## src/nearest_neighbor_tour_assert.svh

```systemverilog
// ----------------------------------------------------------------------------
// nearest_neighbor_tour assertion macros
// Clocked on clk, disabled while rst_n is low.
// ----------------------------------------------------------------------------
`ifndef NEAREST_NEIGHBOR_TOUR_ASSERT_SVH
`define NEAREST_NEIGHBOR_TOUR_ASSERT_SVH

// same-cycle implication
`define NNT_ASSERT_IMP(lbl, ante, cons, msg) \
  lbl: assert property (@(posedge clk) disable iff (!rst_n) (ante) |-> (cons)) \
    else $error(msg);

// next-cycle implication
`define NNT_ASSERT_NXT(lbl, ante, cons, msg) \
  lbl: assert property (@(posedge clk) disable iff (!rst_n) (ante) |=> (cons)) \
    else $error(msg);

`endif

```

## src/nnt_pkg.sv

```systemverilog
// ----------------------------------------------------------------------------
// nnt_pkg
// Types, constants and helpers shared by the nearest-neighbor tour block.
// ----------------------------------------------------------------------------
package nnt_pkg;

  localparam int CITY_W  = 6;
  localparam int POS_W   = 6;
  localparam int DIST_W  = 30;
  localparam int COST_W  = 36;
  localparam int COUNT_W = 7;
  localparam int SLOT_W  = 11;

  localparam logic [COUNT_W-1:0] COUNT_RESET = 7'd64;
  localparam logic [COUNT_W-1:0] COUNT_MIN   = 7'd2;

  typedef enum logic {
    OP_LOAD = 1'b0,
    OP_RUN  = 1'b1
  } op_t;

  typedef struct packed {
    op_t               op;
    logic [CITY_W-1:0] city_a;
    logic [CITY_W-1:0] city_b;
    logic [DIST_W-1:0] distance;
    logic [CITY_W-1:0] start_city;
  } in_item_t;

  typedef struct packed {
    logic [CITY_W-1:0] city;
    logic [POS_W-1:0]  position;
    logic              last;
    logic [COST_W-1:0] tour_cost;
  } out_item_t;

  typedef enum logic [2:0] {
    ST_IDLE,
    ST_EMIT,
    ST_SCAN,
    ST_DRAIN,
    ST_UPDATE,
    ST_CLOSE_RD,
    ST_CLOSE_ADD
  } state_t;

  typedef struct packed {
    logic load;
    logic run_start;
    logic emit;
    logic scan_rd;
    logic update;
    logic close_rd;
    logic close_add;
  } ctrl_cmd_t;

  typedef struct packed {
    logic start_ok;
    logic scan_last;
    logic pos_last;
    logic out_free;
  } dp_status_t;

  // triangular slot of an unordered pair of distinct cities
  function automatic logic [SLOT_W-1:0] pair_slot(input logic [CITY_W-1:0] a,
                                                  input logic [CITY_W-1:0] b);
    logic [CITY_W-1:0]   hi;
    logic [CITY_W-1:0]   lo;
    logic [2*CITY_W-1:0] prod;
    hi   = (a > b) ? a : b;
    lo   = (a > b) ? b : a;
    prod = (2*CITY_W)'(hi) * (2*CITY_W)'(hi - 1'b1);
    return SLOT_W'(prod >> 1) + SLOT_W'(lo);
  endfunction

endpackage

```

## src/nnt_ctrl.sv

```systemverilog
// ----------------------------------------------------------------------------
// nnt_ctrl
// Sequencer for loads, tour scans, closing edge and result hand-off.
// ----------------------------------------------------------------------------
module nnt_ctrl (
  input  logic               clk,
  input  logic               rst_n,
  input  logic               in_valid,
  input  nnt_pkg::op_t       in_op,
  output logic               in_stall,
  input  nnt_pkg::dp_status_t status,
  output nnt_pkg::ctrl_cmd_t  cmd,
  output nnt_pkg::state_t     state
);

  import nnt_pkg::*;

  state_t state_r, state_nxt;

  always_ff @(posedge clk) begin
    if (!rst_n) begin
      state_r <= ST_IDLE;
    end else begin
      state_r <= state_nxt;
    end
  end

  always_comb begin
    state_nxt = state_r;
    cmd       = '0;
    in_stall  = 1'b1;
    case (state_r)
      ST_IDLE: begin
        in_stall = 1'b0;
        if (in_valid) begin
          if (in_op == OP_LOAD) begin
            cmd.load = 1'b1;
          end else if (status.start_ok) begin
            cmd.run_start = 1'b1;
            state_nxt     = ST_EMIT;
          end
        end
      end
      ST_EMIT: begin
        if (status.out_free) begin
          cmd.emit  = 1'b1;
          state_nxt = status.pos_last ? ST_IDLE : ST_SCAN;
        end
      end
      ST_SCAN: begin
        cmd.scan_rd = 1'b1;
        if (status.scan_last) begin
          state_nxt = ST_DRAIN;
        end
      end
      ST_DRAIN: begin
        state_nxt = ST_UPDATE;
      end
      ST_UPDATE: begin
        cmd.update = 1'b1;
        state_nxt  = status.pos_last ? ST_CLOSE_RD : ST_EMIT;
      end
      ST_CLOSE_RD: begin
        cmd.close_rd = 1'b1;
        state_nxt    = ST_CLOSE_ADD;
      end
      ST_CLOSE_ADD: begin
        cmd.close_add = 1'b1;
        state_nxt     = ST_EMIT;
      end
      default: begin
        state_nxt = ST_IDLE;
      end
    endcase
  end

  assign state = state_r;

endmodule

```

## config.mk

```make
export PLATFORM = sky130hd
export DESIGN_NAME = nnt_ctrl
export DESIGN_NICKNAME = d
export VERILOG_FILES = /design/src/nearest_neighbor_tour_assert.svh /design/src/nnt_pkg.sv /design/src/nnt_ctrl.sv
export SDC_FILE = /design/constraint.sdc
export NUM_CORES = 1
export LEC_CHECK = 0
export BUFFER_PORTS_ARGS = -buffer_cell sky130_fd_sc_hd__buf_2
export CELL_PAD_IN_SITES_DETAIL_PLACEMENT = 0
export CELL_PAD_IN_SITES_GLOBAL_PLACEMENT = 1
export CORE_AREA = 2 2 39 41
export CTS_BUF_LIST = sky130_fd_sc_hd__clkbuf_2
export CTS_CLUSTER_SIZE = 25
export DETAILED_ROUTE_END_ITERATION = 8
export DIE_AREA = 0 0 41 43
export PLACE_DENSITY = 0.73
export SYNTH_ARGS = -nofsm -noshare
export SYNTH_HDL_FRONTEND = slang
export SYNTH_SLANG_ARGS = --single-unit
```

## constraint.sdc

```tcl
create_clock -name clk -period 1.1 [get_ports clk]
set_input_delay 0.11 -clock clk [delete_from_list [all_inputs] [get_ports clk]]
set_output_delay 0.11 -clock clk [all_outputs]
set_load 0.02 [all_outputs]
```

==> results_dict.tcl, run 1 <==
set metrics [dict create \
    place_congestion 0.7214 \
    grtUsageTotal_pct 10.66 \
    fin_cells 76 \
    crit_path_max_fanout 3 \
    nFillCells 144 \
    power_mw 1.343 \
    drt-total-wl_um 834 \
    initialDrtViolationCount 4 \
    grt_max_degree 9 \
    synth_largest_area_cell "dfxtp_1" \
    h-tree-depth 1 \
    clock_latency_ns 0.20 \
    maxSlewHeadroom_pct 85.88 \
    dp.cells 70 \
    syn_nets 41 \
    status "finished, violations left" \
    syn_area_per_cell_um2 7.848 \
    setup_viol 12 \
    yosys_warnings 0 \
    final_hold_viol_count 0 \
    fp.dieH_um 43 \
    worstReg2RegEnd "state[0]" \
    synth_cells 33 \
    grt_use_met3_pct 3.665 \
    maxSlewViolCount 0 \
    core_area_um2 1384 \
    max_freq_ghz 0.7370 \
    place_ws_ns -0.1058 \
    max_stage_delay_ns 0.41 \
    grt_pass1_vias 308 \
    powerDensity_nw_per_um2 2434 \
    grt_pass1_wl_um 1207 \
    synth_area_um2 259.0 \
    num_vias 330 \
    worstReg2RegStart "state[2]" \
    drc 0 \
    rr_worst_depth 6 \
    diodes 0 \
    final.setup_skew_ns 0.001770 \
    worstMarginPinSlew_ns 0.2117 \
    dp_hpwl_um 609.5 \
    arrival_ns 1.25 \
    io_pins 19 \
    cts.clk_slew.worst_paths_ns 0.04 \
    final_core_util_pct 39.87 \
    maxCapViolations 0 \
    critPathLaunchType "register" \
    largest_reg_flops 3 \
    clock_sinks 3 \
    crit_path_cell_trace "or3_4 > nor3b_4 > buf_6" \
    finalCritPeriodShare_pct 123.4 \
    tritoncts "done" \
    grt-ovfl-total 0 \
    grt_util_met2_pct 16.88 \
    whs_endpoint "state[2]" \
    p_leak_nw 0.2488 \
    cts_made_buffers 3 \
    tns_ns -1.468 \
    ys_seq_elements 3 \
    yosysSeqAreaShare_pct 23.19 \
    holdCritStartpoint "rst_n" \
    layout-drive-gt1-share_pct 75.00 \
    drt_pass1_iterations 2 \
    cts_root_buf "clkbuf_2" \
    nets 69 \
    die_x_um 41 \
    rsz0062_at_grt "true" \
    grt_use_met1_pct 10.68 \
    hp-class "in2reg" \
    ff2ff_setup_slack_ns -0.09 \
    netlist.area_leader.share_pct 23.19 \
    violations "setup timing" \
    area_growth_pct 113.0 \
    dieArea_um2 1763 \
    min_path_cells 3 \
    row_count 14 \
    vias_per_cell 4.342 \
    clock_path_buffers 2 \
    synthTopCellsByArea "dfxtp_1, nor2_1, a21oi_1" \
    endpoint_kind "primary output" \
    required_ns 0.99 \
    peakVddDrop_mv 0.8591 \
    ant_nets 0 \
    antenna_found_initial 0 \
    busiest_layer "met2" \
    port-buffer-count 18 \
    synthDistinctLibCells 20 \
    fin_ws_ns -0.2569 \
    start_util_pct 18.72 \
    crit_path_top_delay_cell "or3_4" \
    crit_type "reg2out" \
    min_period_ns 1.357 \
    wl_per_cell_um 10.97 \
]
-- critical path, delay by kind of cell, from the launching register on --
family	cells	cell delay [ns]
flip-flops	1	0.31
AND/OR/NAND/NOR	2	0.59
buffers and inverters	1	0.14
-- through the flow --
stage	hold WS [ns]	instance area [um2]
after floorplan	0.2533	295.3
after global placement	0.3700	416.7
after detailed placement	0.3663	416.7
after CTS	0.1533	534.3
after global routing	0.1941	551.8
final	0.1695	551.8
-- Yosys cell counts --
library cell / count
inv_1: 2
nand3_1: 1
xor2_1: 1
and3_2: 1
or3_4: 1
buf_2: 1
nand3b_1: 2
nor3b_2: 1
xnor2_1: 1
nor2_1: 5
a21oi_1: 3
buf_6: 1
buf_4: 1
dfxtp_1: 3
a211oi_1: 2
nand2_1: 2
nor3b_1: 2
mux2i_1: 1
a22oi_2: 1
nor3_1: 1
-- where the power goes --
group	switching (mW)	internal, mW
clock network	0.0578	0.0960
logic	0.504	0.481
registers	0.0414	0.163
total	0.603	0.740
-- routing by layer --
metal,routed length [um],share of wire (%)
met4,0,0
met5,0,0
met1,322,39
met3,83,10
met2,428,51
-- area by class of cell --
class                      count  area [um2]  area share (%)
multi-input combinational     25       224.0           40.59
timing repair buffer          26       211.5           38.32
sequential                     3       66.31           12.02
clock buffer                   4       20.02           3.628
tap                           16       20.02           3.628
inverter                       2       10.01           1.814
-- cell families (layout without fill, tap and decap cells) --
family	Yosys count	count (layout)	synth area share, %
buffers and inverters	5	32	12.08
flip-flops	3	3	23.19
AO/OA/AOI/OAI	6	6	16.42
AND/OR/NAND/NOR	16	16	37.68
multiplexers	1	1	3.865
XOR/XNOR	2	2	6.765
-- layout by cell type (no fill, tap or decap), drive strengths merged --
| master | instances |
|---|---|
| a211oi | 2 |
| a21oi | 3 |
| a22oi | 1 |
| and3 | 1 |
| buf | 26 |
| clkbuf | 4 |
| dfxtp | 3 |
| inv | 2 |
| mux2i | 1 |
| nand2 | 2 |
| nand3 | 1 |
| nand3b | 2 |
| nor2 | 5 |
| nor3 | 1 |
| nor3b | 3 |
| or3 | 1 |
| xnor2 | 1 |
| xor2 | 1 |
-- timing repair --
action | in CTS | in global routing
pin swaps | 7 | 3
setup buffers | 2 | 1
gates cloned | 0 | 0
gates resized for setup | 25 | 6
endpoints found under the setup margin | 10 | 12
hold buffers | 0 | 0
-- worst max path at each step --
stage               slack [ns]      from  endpoint  cells past startpoint
finish                   -0.26  state[2]    cmd[6]                      3
global route             -0.30  state[1]    cmd[6]                      3
CTS                      -0.26  state[2]    cmd[6]                      3
detailed placement       -0.11  state[1]  state[0]                      5
global placement         -0.08  state[1]    cmd[6]                      3
floorplan                -0.25  state[1]    cmd[6]                      3
Power figures use the tool's default switching activity.
==> inputs of run 2 (changes only) <==
- CELL_PAD_IN_SITES_DETAIL_PLACEMENT: 0 -> 1
- CELL_PAD_IN_SITES_GLOBAL_PLACEMENT: 1 -> 2
- CORE_AREA: 2 2 39 41 -> not set
- CORE_MARGIN: not set -> 2
- CORE_UTILIZATION: not set -> 17
- DIE_AREA: 0 0 41 43 -> not set
- PLACE_DENSITY: 0.73 -> 0.82
==> run 2 against run 1 <==
Against the previous run:
- the flow still finishes with violations (setup timing)
- largest power group unchanged
- via count up 14%
- clock power about the same
- non-clock buffer count increased by 7
- hold slack improved by 0.0049 ns
- global-route usage is 1.2 points higher
- total power increased by 27%
- sequential cell count stayed put
- critical endpoint unchanged
- fmax decreased by 0.50%
- utilization grew 2.6 points
- cell area is 13% higher
- first-iteration DRC count grew 50%
- critical path depth unchanged
- largest cell class is now buffers
==> results_dict.tcl, run 2 (same netlist as run 1, synthesis figures left out) <==
set metrics [dict create \
    fin_ws_ns -0.2638 \
    nFillCells 185 \
    final_hold_viol_count 0 \
    max_freq_ghz 0.7333 \
    drc 0 \
    switching_share_pct 40.79 \
    dieArea_um2 1852 \
    ant_nets 0 \
    setup_viol 11 \
    initialDrtViolationCount 6 \
    grt-ovfl-total 0 \
    status "finished, violations left" \
    crit_path_top_delay_cell "or3_4" \
    start_util_pct 17.60 \
    h-tree-depth 1 \
    dp_hpwl_um 718.5 \
    nets 76 \
    finalInstanceArea_um2 624.3 \
    pwr-share-seq_pct 11.7 \
    worstReg2RegStart "state[1]" \
    final_cell_mix "buf_6, buf_2, buf_4, clkbuf_2" \
    vias_per_cell 4.518 \
    mostFrequentLayoutCell "buf_6" \
    crit_path_cell_trace "or3_4 > nor3b_4 > buf_6" \
    wl_per_cell_um 13.52 \
    arrival_ns 1.25 \
    critPathLaunchType "register" \
    rsz0062_at_grt "true" \
    whs_endpoint "state[0]" \
    die_x_um 43.03 \
    p_int_mw 1.008 \
    endpoint_kind "primary output" \
    place_congestion 0.7077 \
    tritoncts "done" \
    row_count 14 \
    min_path_cells 3 \
    grt_use_met3_pct 2.128 \
    maxSlewHeadroom_pct 85.12 \
    holdCritStartpoint "rst_n" \
    diodes 0 \
    grtUsageTotal_pct 11.83 \
    busiest_layer "met2" \
    p_leak_nw 0.2865 \
    place_area_um2 424.2 \
    cts.clk_slew.worst_paths_ns 0.05 \
    max_stage_delay_ns 0.40 \
    num_vias 375 \
    comb_power_share_pct 79.4 \
    grt_pass1_vias 370 \
    layout-drive-gt1-share_pct 79.10 \
    power_mw 1.702 \
    tns_ns -1.811 \
    final.setup_skew_ns 0.0009518 \
    cts_made_buffers 3 \
    drt_pass1_iterations 3 \
    hp-class "in2reg" \
    port-buffer-count 18 \
    grt_use_met1_pct 11.28 \
    crit_path_max_fanout 3 \
    finalCritPeriodShare_pct 124.0 \
    required_ns 0.99 \
    clkPwrFrac_pct 8.9 \
    largest_reg_flops 3 \
    rr_worst_depth 6 \
    worstMarginPinSlew_ns 0.2233 \
    maxSlewViolCount 0 \
    peakVddDrop_mv 0.8684 \
    grt_util_met2_pct 22.73 \
    ff2ff_setup_slack_ns -0.15 \
    grt_max_degree 9 \
    fp.dieH_um 43.03 \
    drt-total-wl_um 1122 \
    grt_pass1_wl_um 1552 \
    p_switching_mw 0.6944 \
    core_area_um2 1471 \
    min_period_ns 1.364 \
    clock_path_buffers 2 \
    clock_sinks 3 \
    cts_root_buf "clkbuf_2" \
    maxCapViolations 0 \
    antenna_found_initial 0 \
    crit_type "reg2out" \
    powerDensity_nw_per_um2 2727 \
    io_pins 19 \
    violations "setup timing" \
    worstReg2RegEnd "state[0]" \
    clock_latency_ns 0.19 \
    area_growth_pct 141.1 \
]
## run 2: changes by cell type in the layout (fill, tap and decap cells not counted), sizes merged
cell,delta
buf,+7
## run 2: repair_timing
item | 4_1_cts | 5_1_grt
hold buffers | 0 | 0
endpoints found under the setup margin | 10 | 11
resized for setup | 25 | 11
buffers inserted | 4 | 5
pin swaps | 6 | 6
endpoints found under the hold margin | 0 | 0
## run 2: metal layers
layer | vias to the layer above | wire, um
li1 | 181 | -
met1 | 179 | 391
met2 | 13 | 652
met3 | 2 | 55
met4 | 0 | 22
met5 | - | 0
## run 2: how the worst max path moves through the flow
stage	to	cells past startpoint	from
2_1_floorplan	cmd[6]	3	state[1]
3_3_place_gp	cmd[6]	3	state[1]
3_5_place_dp	state[0]	5	state[1]
4_1_cts	cmd[6]	3	state[0]
5_1_grt	cmd[6]	3	state[2]
6_report	cmd[6]	3	state[1]
## run 2: worst max-delay path: cells and delay by family (launching register included)
| kind | cells | cell delay, ns |
|---|---|---|
| flops | 1 | 0.32 |
| buf+inv | 1 | 0.14 |
| simple gates | 2 | 0.61 |
## run 2: power by group through the flow
| stage | clock network, mW | logic [mW] | registers (mW) |
|---|---|---|---|
| 3_3_place_gp | 0 | 0.832 | 0.196 |
| 3_5_place_dp | 0 | 0.852 | 0.204 |
| 5_1_grt | 0.162 | 1.44 | 0.202 |
| 6_report | 0.151 | 1.35 | 0.199 |
| 2_1_floorplan | 0 | 0.574 | 0.242 |
| 4_1_cts | 0.156 | 1.13 | 0.198 |
## run 2: area by class of cell
type | count | area, um2 | share of cell area [%]
multi-input combinational | 25 | 229.0 | 36.67
timing repair buffer | 33 | 281.5 | 45.09
clock buffer | 4 | 20.02 | 3.206
inverter | 2 | 7.507 | 1.202
sequential | 3 | 66.31 | 10.62
tap | 16 | 20.02 | 3.206
## run 2: stage by stage
stage | setup WS, ns | util (%) | hold slack, ns | cells
detailed placement | -0.1358 | 28.83 | 0.3746 | 71
global placement | -0.07526 | 28.83 | 0.3693 | 71
floorplan | -0.2504 | - | 0.2533 | 33
global route | -0.3123 | 42.43 | 0.1863 | 83
CTS | -0.2959 | 37.93 | 0.1692 | 79
finish | -0.2638 | 42.43 | 0.1744 | 83
==> inputs of run 3 (changes only) <==
- CORE_UTILIZATION: 17 -> 19
- PLACE_DENSITY: 0.82 -> 0.86
- REMOVE_ABC_BUFFERS: not set -> 1
- clock period: 1.1 -> 1.3 ns (I/O delays scaled with it)
==> run 3 against run 2 <==
Against the previous run:
- the flow still finishes with violations (setup timing)
- total power fell by 31%
- wire length fell by 19%
- clock power fell by 13%
- hold slack barely moved
- via count fell by 10%
- die area fell by 9.6%
- count of clock-buffer cells in the layout did not move
- sequential power fell by 14%
==> results_dict.tcl, run 3 (same netlist as run 1, synthesis figures left out) <==
set metrics [dict create \
    die_x_um 40.92 \
    h-tree-depth 1 \
    fp.dieH_um 40.92 \
    layout-drive-gt1-share_pct 72.13 \
    comb_power_share_pct 74.3 \
    num_vias 337 \
    antenna_found_initial 0 \
    cts_hold_buf 0 \
    crit_path_top_delay_cell "or3_4" \
    place_ws_ns 0.07238 \
    switching_share_pct 42.94 \
    rsz0062_at_grt "true" \
    crit_type "reg2out" \
    ant_nets 0 \
    arrival_ns 1.25 \
    crit_path_max_fanout 3 \
    critPathLaunchType "register" \
    p_switching_mw 0.5060 \
    worstMarginPinSlew_ns 0.2155 \
    dieArea_um2 1674 \
    grt_max_degree 10 \
    grt-ovfl-total 0 \
    grt_pass1_vias 280 \
    wl_per_cell_um 12.01 \
    required_ns 1.17 \
    final_hold_viol_count 0 \
    crit_path_cell_trace "or3_4 > nor3b_2 > buf_4" \
    grt_pass1_wl_um 1110 \
    worstReg2RegStart "state[0]" \
    status "finished, violations left" \
    drt-total-wl_um 913 \
    maxCapViolations 0 \
    final_core_util_pct 39.34 \
    port-buffer-count 18 \
    drc 0 \
    nets 70 \
    pwr-share-seq_pct 14.5 \
    mostFrequentLayoutCell "buf_2" \
    maxSlewViolCount 0 \
    whs_ns 0.1746 \
    cts_root_buf "clkbuf_2" \
    finalCritPeriodShare_pct 106.4 \
    startpoint "state[0]" \
    regArea_um2 63.81 \
    io_pins 19 \
    p_leak_nw 0.2523 \
    final.setup_skew_ns 0.001084 \
    grtUsageTotal_pct 10.76 \
    violations "setup timing" \
    tritoncts "done" \
    setup_viol 3 \
    row_count 13 \
    multi_input_area_um2 196.4 \
    cts_made_buffers 3 \
    area_growth_pct 95.17 \
    place_congestion 0.6547 \
    dp_hpwl_um 581.9 \
    max_stage_delay_ns 0.38 \
    powerDensity_nw_per_um2 2331 \
    clock_latency_ns 0.21 \
    largest_reg_flops 3 \
    endpoint "cmd[6]" \
    fin_ws_ns -0.08331 \
    ff2ff_setup_slack_ns 0.10 \
    min_period_ns 1.383 \
    maxSlewHeadroom_pct 85.63 \
    peakVddDrop_mv 0.8491 \
    start_util_pct 20.16 \
    final_cell_mix "buf_2, buf_4, buf_6, nor2_1, clkbuf_2" \
    initialDrtViolationCount 4 \
    clkPwrFrac_pct 11.1 \
    clock_sinks 3 \
    p_int_mw 0.6723 \
    worstReg2RegEnd "state[0]" \
    max_freq_ghz 0.7229 \
    endpoint_kind "primary output" \
    drt_pass1_iterations 2 \
    hp-class "in2reg" \
    core_area_um2 1285 \
    diodes 0 \
    nFillCells 164 \
    cts.clk_slew.worst_paths_ns 0.04 \
    clock_path_buffers 2 \
    vias_per_cell 4.434 \
    rr_worst_depth 6 \
]
==> run 3: cell types whose count changed in the layout (fill, tap and decap cells not counted), moves of 2 or more <==
cell / previous run / this run
buf_6: 15 / 5
buf_2: 9 / 12
nor2_4: 3 / 0
nor2_1: 2 / 4
==> run 3: timing repair <==
action | 4_1_cts | 5_1_grt
pin swaps | 4 | 7
setup buffers | 4 | 2
gates cloned | 0 | 0
resized for setup | 10 | 13
endpoints found under the setup margin | 3 | 10
==> run 3: layout make-up <==
type,count,area share (%)
repair buffers,27,39.36
inverters,2,1.485
clock buffers,4,3.960
flip-flops and latches,3,12.62
well taps,15,3.713
multi-input cells,25,38.86
==> run 3: power by group through the flow <==
stage | Sequential [mW] | Combinational (mW) | Clock, mW
after detailed placement | 0.162 | 0.596 | 0
after global placement | 0.163 | 0.586 | 0
after global routing | 0.174 | 0.940 | 0.142
final | 0.171 | 0.876 | 0.131
after CTS | 0.152 | 0.734 | 0.137
after floorplan | 0.243 | 0.318 | 0
==> run 3: metrics by stage <==
step	instances	total power, mW	area [um2]	setup TNS (ns)
final	76	1.178	505.5	-0.1070
after global routing	76	1.256	505.5	-0.3052
after CTS	74	1.024	446.7	-0.1640
after detailed placement	66	0.7580	366.6	0
after global placement	66	0.7488	366.6	0
after floorplan	30	0.5614	235.2	-0.5920
==> run 3: metal layers <==
metal  GRT usage, %  part of all wire, %  vias up
met4          10.00                  1.6        0
met2          16.80                   51       13
met3          1.630                  6.8        2
li1               -                    -      168
met5              0                    0        -
met1          12.34                   40      154
==> run 3: how the worst min path moves through the flow <==
stage,from,to,slack [ns],cells after the start
5_1_grt,rst_n,state[0],0.18,3
4_1_cts,rst_n,state[0],0.17,3
2_1_floorplan,rst_n,state[0],0.28,2
3_3_place_gp,rst_n,state[0],0.39,3
6_report,rst_n,state[0],0.17,3
3_5_place_dp,rst_n,state[0],0.39,3
==> run 3: critical path, delay by kind of cell (launching register included) <==
| kind | cells | cell delay [ns] |
|---|---|---|
| AND/OR/NAND/NOR | 2 | 0.55 |
| flip-flops | 1 | 0.33 |
| buffers and inverters | 1 | 0.17 |
